$ cat src/sv/tmbs_pkg.sv
`timescale 1ns / 1ps
// tmbs_pkg: shared constants for the touch matrix baseline scan block.
// No dependencies; imported by touch_matrix_baseline_scan_top.

package tmbs_pkg;

  // default geometry and sample format
  localparam int DEF_COLUMNS          = 10;
  localparam int DEF_ROWS             = 7;
  localparam int DEF_SAMPLES_PER_CELL = 5;
  localparam int DEF_SAMPLE_BITS      = 12;

  // fixed widths of the position fields on the result channel
  localparam int COL_W = 4;
  localparam int ROW_W = 3;

endpackage

$ cat src/sv/touch_matrix_baseline_scan_top.sv
`timescale 1ns / 1ps
// touch_matrix_baseline_scan_top: averages ADC conversions per touch cell and
// subtracts a stored per-cell baseline. Depends on tmbs_pkg.
//
// Usage:
//   in_*  : one ADC conversion per word, in scan order (column outer, row inner),
//           SAMPLES_PER_CELL conversions per cell.
//   out_* : one word per finished cell (column, row, level, frame_end) once the
//           baseline frame is done; out_frame_end marks the last cell of a frame.
//   The first full frame after reset is written into the baseline memory and
//   produces no output words.
// Timing:
//   A new conversion is accepted every cycle (one word per cycle sustained) while
//   in_ready is high. The cell result passes through the divide/subtract stage,
//   whose baseline read is issued at accept time from a memory with a registered
//   read, and then into the output register; a stall at the output can hold the
//   cell in the divide/subtract stage.
// Reset (rst_n low, synchronous): scan position, accumulator and baseline flag
//   clear; the baseline memory itself is not cleared, it is rewritten by the
//   first frame. No clearing pass is needed.
// Stalls: while out_ready is low the output register holds its word; the
//   stage behind it still takes one more cell, then in_ready drops.

module touch_matrix_baseline_scan_top
  import tmbs_pkg::*;
#(
  parameter int COLUMNS          = DEF_COLUMNS,
  parameter int ROWS             = DEF_ROWS,
  parameter int SAMPLES_PER_CELL = DEF_SAMPLES_PER_CELL,
  parameter int SAMPLE_BITS      = DEF_SAMPLE_BITS
) (
  input  logic                   clk,
  input  logic                   rst_n,
  input  logic                   in_valid,
  output logic                   in_ready,
  input  logic [SAMPLE_BITS-1:0] in_sample,
  output logic                   out_valid,
  input  logic                   out_ready,
  output logic [COL_W-1:0]       out_column,
  output logic [ROW_W-1:0]       out_row,
  output logic [SAMPLE_BITS-1:0] out_level,
  output logic                   out_frame_end
);

  localparam int CELLS  = COLUMNS * ROWS;
  localparam int CELL_W = (CELLS > 1) ? $clog2(CELLS) : 1;
  localparam int CNT_W  = (SAMPLES_PER_CELL > 1) ? $clog2(SAMPLES_PER_CELL) : 1;
  localparam int LOG_N  = $clog2(SAMPLES_PER_CELL);
  localparam int SUM_W  = SAMPLE_BITS + LOG_N;
  // divide by SAMPLES_PER_CELL as multiply by rounded-up reciprocal, exact for SUM_W bits
  localparam int DIV_SH = SUM_W + LOG_N;
  localparam int MUL_W  = SUM_W + 2;
  localparam int PROD_W = SUM_W + MUL_W;
  localparam longint unsigned DIV_MUL_L =
    ((64'd1 << DIV_SH) + SAMPLES_PER_CELL - 1) / SAMPLES_PER_CELL;
  localparam logic [63:0] DIV_MUL_V = DIV_MUL_L;
  localparam logic [MUL_W-1:0] DIV_MUL = DIV_MUL_V[MUL_W-1:0];

  // scan position and accumulator
  logic [COL_W-1:0]  col_r;
  logic [ROW_W-1:0]  row_r;
  logic [CELL_W-1:0] cell_r;
  logic [CNT_W-1:0]  cnt_r;
  logic [SUM_W-1:0]  sum_r;
  logic              base_rdy_r;

  // divide/subtract stage
  logic              s1_v_r;
  logic              s1_emit_r;
  logic              s1_last_r;
  logic [COL_W-1:0]  s1_col_r;
  logic [ROW_W-1:0]  s1_row_r;
  logic [CELL_W-1:0] s1_cell_r;
  logic [SUM_W-1:0]  s1_sum_r;
  logic [SAMPLE_BITS-1:0] base_q_r;

  // output register
  logic                   out_v_r;
  logic [COL_W-1:0]       out_col_r;
  logic [ROW_W-1:0]       out_row_r;
  logic [SAMPLE_BITS-1:0] out_lvl_r;
  logic                   out_last_r;

  logic [SAMPLE_BITS-1:0] base_mem [CELLS];

  logic                   acc;
  logic                   cell_done;
  logic                   row_wrap;
  logic                   col_wrap;
  logic                   out_free;
  logic                   s1_go;
  logic                   s1_load;
  logic                   s1_wr;
  logic [SUM_W-1:0]       sum_full;
  logic [PROD_W-1:0]      prod;
  logic [SAMPLE_BITS-1:0] s1_avg;
  logic [SAMPLE_BITS-1:0] s1_level;

  assign out_free  = !out_v_r || out_ready;
  assign s1_go     = s1_v_r && (!s1_emit_r || out_free);
  assign in_ready  = !s1_v_r || s1_go;
  assign acc       = in_valid && in_ready;
  assign cell_done = (cnt_r == CNT_W'(SAMPLES_PER_CELL - 1));
  assign s1_load   = acc && cell_done;
  assign s1_wr     = s1_go && !s1_emit_r;
  assign row_wrap  = (row_r == ROW_W'(ROWS - 1));
  assign col_wrap  = (col_r == COL_W'(COLUMNS - 1));
  assign sum_full  = sum_r + SUM_W'(in_sample);

  always_comb begin
    prod     = PROD_W'(s1_sum_r) * PROD_W'(DIV_MUL);
    s1_avg   = SAMPLE_BITS'(prod >> DIV_SH);
    s1_level = (s1_avg > base_q_r) ? (s1_avg - base_q_r) : '0;
  end

  always_ff @(posedge clk) begin
    if (!rst_n) begin
      col_r      <= '0;
      row_r      <= '0;
      cell_r     <= '0;
      cnt_r      <= '0;
      sum_r      <= '0;
      base_rdy_r <= 1'b0;
      s1_v_r     <= 1'b0;
      out_v_r    <= 1'b0;
    end else begin
      if (acc) begin
        if (cell_done) begin
          cnt_r <= '0;
          sum_r <= '0;
          if (row_wrap) begin
            row_r <= '0;
            if (col_wrap) begin
              col_r      <= '0;
              cell_r     <= '0;
              base_rdy_r <= 1'b1;
            end else begin
              col_r  <= col_r + 1'b1;
              cell_r <= cell_r + 1'b1;
            end
          end else begin
            row_r  <= row_r + 1'b1;
            cell_r <= cell_r + 1'b1;
          end
        end else begin
          cnt_r <= cnt_r + 1'b1;
          sum_r <= sum_full;
        end
      end

      if (s1_load) begin
        s1_v_r <= 1'b1;
      end else if (s1_go) begin
        s1_v_r <= 1'b0;
      end

      if (s1_go && s1_emit_r) begin
        out_v_r <= 1'b1;
      end else if (out_ready) begin
        out_v_r <= 1'b0;
      end
    end
  end

  // payload registers
  always_ff @(posedge clk) begin
    if (s1_load) begin
      s1_emit_r <= base_rdy_r;
      s1_last_r <= row_wrap && col_wrap;
      s1_col_r  <= col_r;
      s1_row_r  <= row_r;
      s1_cell_r <= cell_r;
      s1_sum_r  <= sum_full;
    end
    if (s1_go && s1_emit_r) begin
      out_col_r  <= s1_col_r;
      out_row_r  <= s1_row_r;
      out_lvl_r  <= s1_level;
      out_last_r <= s1_last_r;
    end
  end

  // baseline memory, write-first on a same-cell read
  always_ff @(posedge clk) begin
    if (s1_wr) begin
      base_mem[s1_cell_r] <= s1_avg;
    end
    if (s1_load) begin
      base_q_r <= (s1_wr && (s1_cell_r == cell_r)) ? s1_avg : base_mem[cell_r];
    end
  end

  assign out_valid     = out_v_r;
  assign out_column    = out_col_r;
  assign out_row       = out_row_r;
  assign out_level     = out_lvl_r;
  assign out_frame_end = out_last_r;

endmodule
$ cat config.mk
export PLATFORM = sky130hd
export DESIGN_NAME = touch_matrix_baseline_scan_top
export DESIGN_NICKNAME = d
export VERILOG_FILES = /design/src/sv/tmbs_pkg.sv /design/src/sv/touch_matrix_baseline_scan_top.sv
export SDC_FILE = /design/constraint.sdc
export NUM_CORES = 1
export LEC_CHECK = 0
export BUFFER_PORTS_ARGS = -buffer_cell sky130_fd_sc_hd__buf_2
export CAP_MARGIN = 0
export CORE_ASPECT_RATIO = 0.5
export CORE_MARGIN = 4
export CORE_UTILIZATION = 40
export DETAILED_ROUTE_END_ITERATION = 10
export PLACE_DENSITY = 0.57
export SYNTH_ARGS = -nofsm -noshare
export SYNTH_HDL_FRONTEND = slang
export SYNTH_SLANG_ARGS = --single-unit
export TNS_END_PERCENT = 1
$ cat constraint.sdc
create_clock -name clk -period 20.7 [get_ports clk]
set_clock_uncertainty 0.2 [all_clocks]
set_input_delay 3.105 -clock clk [delete_from_list [all_inputs] [get_ports clk]]
set_output_delay 3.105 -clock clk [all_outputs]
set_load 0.01 [all_outputs]
=== Word level (Yosys, flattened, before mapping) ===
Memories as Yosys holds them, arrays and structs flattened. A register that Yosys moved wholly into a read port is not among the register bits.
Index checks and enable logic that the tools add are counted.
Widths: inputs -> output; s select.

* $add $sub $neg: 6
* Multipliers: 1
* $lt $le $gt $ge: 1
* Eq/ne operators: 3
* Muxes and demuxes: 12
* Reduce and logical (&&, ||, !) cells: 17

{| class="wikitable"
|+ Operators with widths
! cell !! number
|-
| $mul 15x16->30 const B || 1
|-
| $add 15x12->15 || 1
|-
| $mux 15 || 1
|-
| $mux 7 || 2
|-
| $gt 12x12->1 || 1
|-
| $sub 12x12->12 || 1
|-
| $add 7x1->7 const B || 1
|-
| $add 3x1->3 const B || 2
|-
| $eq 3x3->1 const B || 2
|-
| $logic_and 1x1->1 || 6
|-
| $mux 1 || 6
|-
| $mux 3 || 2
|-
| $add 4x1->4 const B || 1
|-
| $eq 4x4->1 const B || 1
|-
| $mux 4 || 1
|-
| $reduce_and 4->1 || 1
|-
| $reduce_bool 2->1 || 2
|-
| $logic_not 1->1 || 3
|-
| $logic_or 1x1->1 || 3
|-
| $reduce_and 3->1 || 1
|-
| $reduce_and 2->1 || 1
|}

* Flip-flop bits (word level): 86
* RAM bits: 840
* Output and inout bits: 22
* Memories: 1

{| class="wikitable"
|+ Memory list
! name !! depth !! width !! rd ports !! clocked after memory_dff !! wr ports !! line !! RTL
|-
| base_mem || 70 || 12 || 1 || 1 || 1 || touch_matrix_baseline_scan_top.sv:84 || <nowiki>logic [SAMPLE_BITS-1:0] base_mem [CELLS];</nowiki>
|}

=== Depth between registers and ports, before layout ===
Gate-level depths: netlist of the first run.

* Depth in word-level cells: 8
* Gate-level depth with buffers: 31
* Mapped depth without buffers: 30

=== Least setup slack after synthesis of the first run ===
Ideal clock, no wire load.

* Kind: reg-to-reg
* Start: register s1_sum_r[9]
* End: register out_lvl_r[3] (netlist: out_level[3]) (data pin)
* Arrival: 8.597 ns
* Required time: 20.230 ns
* Setup slack: 11.634 ns
* Cell stages (with the launch flop): 29
* Buffers on the path: 1
* Cells stage by stage: edfxtp_1 -> ha_1 -> fa_1 -> inv_1 -> fa_1 -> inv_1 -> ha_1 -> a21o_1 -> fa_1 -> inv_1 -> fa_1 -> inv_1 -> ha_1 -> nand3_1 -> nor2_1 -> o2111ai_1 -> nand3b_1 -> a21oi_1 -> xnor2_1 -> ha_1 -> a21o_1 -> a21oi_1 -> o21bai_1 -> a21oi_1 -> o21ai_0 -> a41oi_1 -> a21o_1 -> clkbuf_1 -> nor3_1

* Word-level cells in the longest chain between the ends: 2

{| class="wikitable"
|+ RTL lines
! element !! line !! RTL
|-
| start, declared || touch_matrix_baseline_scan_top.sv:74 || <nowiki>logic [SUM_W-1:0] s1_sum_r;</nowiki>
|-
| start signal, assigned || touch_matrix_baseline_scan_top.sv:173 || <nowiki>s1_sum_r <= sum_full;</nowiki>
|-
| $mul 15x16->30 * || touch_matrix_baseline_scan_top.sv:111 || <nowiki>prod = PROD_W'(s1_sum_r) * PROD_W'(DIV_MUL);</nowiki>
|-
| net prod[20] || touch_matrix_baseline_scan_top.sv:95 || <nowiki>logic [PROD_W-1:0] prod;</nowiki>
|-
| $sub 12x12->12 or $gt 12x12->1 (tied branches) || touch_matrix_baseline_scan_top.sv:113 || <nowiki>s1_level = (s1_avg > base_q_r) ? (s1_avg - base_q_r) : '0;</nowiki>
|-
| end signal, assigned || touch_matrix_baseline_scan_top.sv:178 || <nowiki>out_lvl_r <= s1_level;</nowiki>
|-
| end, declared || touch_matrix_baseline_scan_top.sv:81 || <nowiki>logic [SAMPLE_BITS-1:0] out_lvl_r;</nowiki>
|}

The timed path passes the listed nets; every way through them passes the cells marked *.
A chain may end at the register's enable or synchronous reset.

=== Worst setup path after layout of the first run ===
* Start: register s1_sum_r[2]
* End: register out_lvl_r[10] (netlist: out_level[10]) (data pin)

The elaborated chain is that of the path after synthesis.

==> results of run 1 <==
critical path, delay by kind of cell (launching register included):
family,cells,cell delay (ns)
and+or+nand+nor,4,1.07
adders and majority gates,8,3.20
xor gates and xnor gates,1,0.81
buffers and inverters,3,0.68
AOI/OAI and AO/OA,9,1.83
DFF,1,0.48
kinds of logic after synthesis:
family	count (synthesis)	share of synthesized area, %
adders and majority gates	194	7.033
muxes	283	14.49
DFF	938	68.52
and+or+nand+nor	309	3.581
xor gates and xnor gates	54	1.165
buffers and inverters	210	2.284
AOI/OAI and AO/OA	188	2.931
stage by stage:
| stage | power [mW] | utilization, % | worst slack [ns] |
|---|---|---|---|
| 3_3_place_gp | 2.493 | 42.50 | 12.47 |
| 2_1_floorplan | 2.394 | - | 11.63 |
| 4_1_cts | 4.208 | 45.54 | 12.22 |
| 3_5_place_dp | 2.502 | 42.50 | 12.25 |
| 6_report | 4.164 | 45.54 | 12.19 |
| 5_1_grt | 4.314 | 45.54 | 11.59 |
state kept, by name, summed over array words and instances (netlist names), 3 cells and up:
| signal | count |
|---|---|
| s1_sum_r | 15 |
| col_r | 4 |
| sum_r | 15 |
| out_row | 3 |
| cnt_r | 3 |
| s1_col_r | 4 |
| row_r | 3 |
| base_mem | 840 |
| s1_row_r | 3 |
| base_q_r | 12 |
| out_column | 4 |
| s1_cell_r | 7 |
| out_level | 12 |
| cell_r | 7 |
path summary, 6_finish.rpt:
path,start,to,cells past startpoint
worst max-delay path,s1_sum_r[2],out_level[10],25
worst min-delay path,s1_col_r[3],out_column[3],0
worst max register to register,s1_sum_r[2],out_level[10],25
worst min register to register,s1_col_r[3],out_column[3],0
Yosys cell counts (all sizes together) (4+ instances only):
cell type	count	area [sq um]
edfxtp	903	27120
mux4	243	5473
ha	137	1714
inv	123	461.7
nor2	120	450.4
nand2	60	225.2
fa	57	1141
a21oi	53	265.3
buf	50	326.6
o21ai	39	195.2
clkbuf	36	135.1
dfxtp	35	700.7
xnor2	35	306.5
mux2i	34	340.3
nor2b	27	168.9
nand3	25	125.1
xor2	19	166.4
nor3	17	85.08
a21o	16	120.1
a22oi	13	97.59
o22ai	10	62.56
or2	10	62.56
a211oi	9	67.56
nand4	9	56.30
a31oi	8	50.05
nand3b	8	60.06
nand2b	7	43.79
o211ai	7	52.55
or3	7	43.79
and3	6	37.54
mux2	6	67.56
a21boi	4	30.03
and2	4	25.02
o2111ai	4	35.03
metal layers:
metal | wire (um) | up-vias | GRT usage, % | share of wire [%]
met4 | 1575 | 0 | 4.039 | 1.7
met2 | 42890 | 544 | 27.28 | 46
met5 | 0 | - | 0 | 0
met1 | 43200 | 10789 | 26.28 | 46
li1 | - | 8849 | - | -
met3 | 5443 | 113 | 3.059 | 5.8
power by group:
part / internal, mW / total (mW) / switching, mW / leakage [nW]
Sequential: 2.18 / 2.19 / 0.00287 / 8.42
Clock: 0.977 / 1.71 / 0.731 / 1.49
Combinational: 0.0657 / 0.268 / 0.203 / 5.09
layout make-up:
class	instances	share of cell area, %
clock buffer	108	5.022
multi-input combinational	1028	26.35
inverter	124	1.018
tap	1344	3.676
timing repair buffer	99	1.450
clock inverter	54	1.649
sequential	938	60.84
==> reports/metrics.cfg, run 1 <==
[status]
status = finished clean

[die]
num_rows = 82
start_util_pct = 40.42
die_y_um = 233.3
coreArea_sq_um = 100400
die_w_um = 458.5
io_pins = 38
fp.dieArea_sq_um = 107000

[synthesis]
synthArstFlopShare_pct = 0
synthesis.nets = 2386
yosys.cell_types.count = 64
ys_seq_area_share_pct = 68.52
dominantRegCellSynth = edfxtp_1
synthCells = 2176
synth_warnings = 0
synth_edf_count = 903
syn_avg_cell_area_sq_um = 18.66
syn_area_sq_um = 40600
ys_seq_elements = 938

[finish]
fillers = 8551
most-common-layout-cells = edfxtp_1 (903), mux4_2 (243), ha_1 (137), inv_1 (118)
final_area_sq_um = 45740
multi_input_area_sq_um = 12050
final_layout_size_suffix_gt1_share_pct = 23.22
n_antenna_cell = 0
areaGrowthSynthToFinish_pct = 12.67
mostFrequentLayoutCell = edfxtp_1
seq_area_sq_um = 27830
layout.nets = 2488
finalNonFillerCells = 3695

[clocking]
cts-resized-gates = 0
clk_latency_ns = 0.69
root_buffer = clkbuf_16
clockBufferDepth = 3
cts_buffers = 87
hold_buffers = 0
clk_pin_slew_ns = 0.07
cts_sinks = 938
htreeDepth = 3
postCtsSetupRepairBufs = 0
cts_tree = done

[global_route]
grt_overflow = 0
antenna_found_initial = 2
grt_pass1_vias = 20606
grtUsageTotal_pct = 17.65
grt_pass1_wl_mm = 139.0
grt_max_degree = 84

[critical_path]
cp.required_ns = 20.98
crit_path_end_kind = flop
r2r_setup_slack_ns = 12.19
slowest_delay_ns = 0.81
critPathLaunchType = flop
slowest_stage = xor2_4
critPathMostFrequentCell = fa_1
arrival_ns = 8.79
crit_type = flop to flop
crit_path_max_fanout = 41

[routing]
vias_per_cell = 5.493
dr.pass1.iters = 5
wl_per_cell_um = 25.20
drt_wl_total_mm = 93.11
route.detailed.drc = 0
drt_iter0_drc = 2080
vias = 20295
antenna_left = 0

[power]
p_leak_nw = 14.99
peakVddDrop_v = 0.00005692
powerDensity_nw_per_um2 = 91.04

[timing]
fmax_ghz = 0.1175
fin_crit_ns = 8.508
setup_violations = 0
slew_headroom_pct = 19.77
tns_ns = 0
rsz0062_at_grt = false
finalMaxSlewViolations = 0
min_period_over_period_pct = 41.10
worst_hold_slack_ns = 0.2189
timing_worst_slew_pin_value_ns = 1.199
hold_viol = 0

[hold_path]
worstHoldPathType = flop to flop

[flow_run]
cap_violations = 0

[place]
hpwl_mm = 57.17
dp_cells = 3533
port_buffers = 37
placed_area_sq_um = 42690
place_congestion = 0.8161

Note: power is estimated with default switching activity, not from simulation.
==> run 2, diff against run 1 <==
==> constraint.sdc (replaced) <==
create_clock -name clk -period 8.5 [get_ports clk]
set_clock_uncertainty 0.2 [all_clocks]
set_input_delay 1.275 -clock clk [delete_from_list [all_inputs] [get_ports clk]]
set_output_delay 1.275 -clock clk [all_outputs]
set_load 0.01 [all_outputs]
==> reports/metrics.cfg, run 2 (same netlist as run 1, synthesis figures left out) <==
[timing]
fmax_ghz = 0.1278  ; was 0.1175 GHz
rsz0062_at_grt = false  ; unchanged
finalMaxSlewViolations = 0  ; unchanged
setup_ws_ns = 0.6770  ; was 12.19 ns
setup_violations = 0  ; unchanged
min_period_over_period_pct = 92.03  ; was 41.10%
hold_viol = 0  ; unchanged
fin_crit_ns = 7.823  ; was 8.508 ns
timing_worst_slew_pin_value_ns = 1.226  ; was 1.199 ns
slew_headroom_pct = 18.24  ; was 19.77%
tns_ns = 0  ; unchanged

[power]
powerDensity_nw_per_um2 = 217.1  ; was 91.04 nW/um^2
p_sw_mw = 2.214  ; was 0.9366 mW
switching_share_pct = 22.32  ; was 22.49%
p_int_mw = 7.708  ; was 3.228 mW
seqPwrFrac_pct = 53.7  ; was 52.5%
p_leak_nw = 15.01  ; was 14.99 nW
pwr-share-clk_pct = 39.5  ; was 41.0%
combPwrFrac_pct = 6.8  ; was 6.4%
peakVddDrop_v = 0.0001557  ; was 0.00005692 V

[place]
post-place-ws_ns = 0.5639  ; was 12.25 ns
port_buffers = 37  ; unchanged
place_congestion = 0.8216  ; was 0.8161
hpwl_mm = 57.96  ; was 57.17 mm
dp_cells = 3556  ; was 3,533

[finish]
fillers = 8502  ; was 8,551
final_util_pct = 45.51  ; was 45.54%
mostFrequentLayoutCell = edfxtp_1  ; unchanged
n_antenna_cell = 0  ; unchanged
largest_reg_flops = 840  ; unchanged
seq_area_sq_um = 27830  ; unchanged
layout.nets = 2511  ; was 2,488
most-common-layout-cells = edfxtp_1 (903), mux4_2 (243), ha_1 (137), inv_1 (118), nor2_1 (110)  ; was edfxtp_1 (903), mux4_2 (243), ha_1 (137), inv_1 (118)
finalNonFillerCells = 3708  ; was 3,695
largest_registers = base_mem x840, s1_sum_r x15, sum_r x15  ; unchanged
final_layout_size_suffix_gt1_share_pct = 22.55  ; was 23.22%
areaGrowthSynthToFinish_pct = 12.59  ; was 12.67%
largest_register = base_mem  ; unchanged
multi_input_area_sq_um = 12060  ; was 12,050 sq um

[global_route]
grt_max_degree = 115  ; was 84
grt_pass1_vias = 20487  ; was 20.61k
antenna_found_initial = 1  ; was 2
grtUsageTotal_pct = 17.45  ; was 17.65%
grt_pass1_wl_mm = 138.1  ; was 139.0 mm
grt_overflow = 0  ; unchanged

[critical_path]
crit_path_end_kind = flop  ; unchanged
cp.required_ns = 8.78  ; was 20.98 ns
slowest_delay_ns = 0.53  ; was 0.81 ns
crit_type = flop to flop  ; unchanged
critPathLaunchType = flop  ; unchanged
crit_path_max_fanout = 12  ; was 41
slowest_stage = fa_1  ; was xor2_4
arrival_ns = 8.10  ; was 8.79 ns

[routing]
route.detailed.drc = 0  ; unchanged
drt_iter0_drc = 1895  ; was 2,080
drt_wl_total_mm = 92.16  ; was 93.11 mm
wl_per_cell_um = 24.85  ; was 25.20 um
vias = 20258  ; was 20.30k
antenna_left = 0  ; unchanged
vias_per_cell = 5.463  ; was 5.493
dr.pass1.iters = 5  ; unchanged

[die]
die_y_um = 233.3  ; unchanged
start_util_pct = 40.42  ; unchanged
num_rows = 82  ; unchanged
io_pins = 38  ; unchanged
coreArea_sq_um = 100400  ; unchanged
die_w_um = 458.5  ; unchanged
fp.dieArea_sq_um = 107000  ; unchanged

[clocking]
htreeDepth = 3  ; unchanged
cts_buffers = 87  ; unchanged
cts_sinks = 938  ; unchanged
clk_pin_slew_ns = 0.06  ; was 0.07 ns
clockBufferDepth = 3  ; unchanged
postCtsSetupRepairBufs = 0  ; unchanged
root_buffer = clkbuf_16  ; unchanged
cts_tree = done  ; unchanged
clk_latency_ns = 0.66  ; was 0.69 ns

[status]
status = finished clean  ; unchanged

[hold_path]
worstHoldPathType = flop to flop  ; unchanged

[flow_run]
cap_violations = 0  ; unchanged

==> run 2: cell types whose count changed in the layout (fill, tap and decap cells not counted), sizes merged <==
| cell | change |
|---|---|
| bufinv | -3 |
| buf | +23 |
| clkinvlp | +1 |
| clkinv | +1 |
| clkbuf | -9 |
==> run 2: path summary, 6_finish.rpt <==
check,from,end,slack (ns),cells after the start
max,s1_sum_r[2],out_level[10],0.68,26
min,s1_row_r[2],out_row[2],0.22,0
max reg2reg,s1_sum_r[2],out_level[10],0.68,26
min reg2reg,s1_row_r[2],out_row[2],0.22,0
==> run 2: worst max-delay path: cells and delay by family, from the launching register on <==
| family | cells | cell delay, ns |
|---|---|---|
| and+or+nand+nor | 4 | 1.05 |
| xor gates and xnor gates | 1 | 0.42 |
| adders and majority gates | 8 | 3.22 |
| DFF | 1 | 0.45 |
| buffers and inverters | 4 | 0.24 |
| AOI/OAI and AO/OA | 9 | 2.06 |
==> run 2: power by group through the flow <==
stage | registers (mW) | clock network (mW) | logic [mW]
2_1_floorplan | 5.44 | 0 | 0.389
3_3_place_gp | 5.43 | 0 | 0.666
3_5_place_dp | 5.43 | 0 | 0.686
4_1_cts | 5.33 | 4.01 | 0.688
5_1_grt | 5.33 | 4.20 | 0.753
6_report | 5.33 | 3.92 | 0.676
==> run 2: layout make-up <==
cell class                 instances  share of cell area (%)
sequential                       938                   60.88
multi-input combinational       1028                   26.38
clock buffer                      99                   4.861
tap                             1344                   3.679
timing repair buffer             122                   1.883
clock inverter                    53                   1.297
inverter                         124                   1.018
==> run 2: timing repair <==
action                     CTS  global route
gates resized for setup      0             1
setup endpoints to repair    0             1
hold buffers                 0             0
==> run 2: metal layers <==
layer	wire [um]	GRT usage, %
met1	42280	25.45
met2	42180	26.78
met3	5953	4.283
met4	1741	3.648
met5	0	0
==> run 2: metrics by stage <==
stage	area, sq um	total power [mW]	hold WS, ns
after CTS	45700	10.02	0.2218
after global routing	45710	10.28	0.2270
final	45710	9.922	0.2199
after floorplan	40640	5.828	0.2003
after global placement	42890	6.093	0.2048
after detailed placement	42890	6.115	0.2071
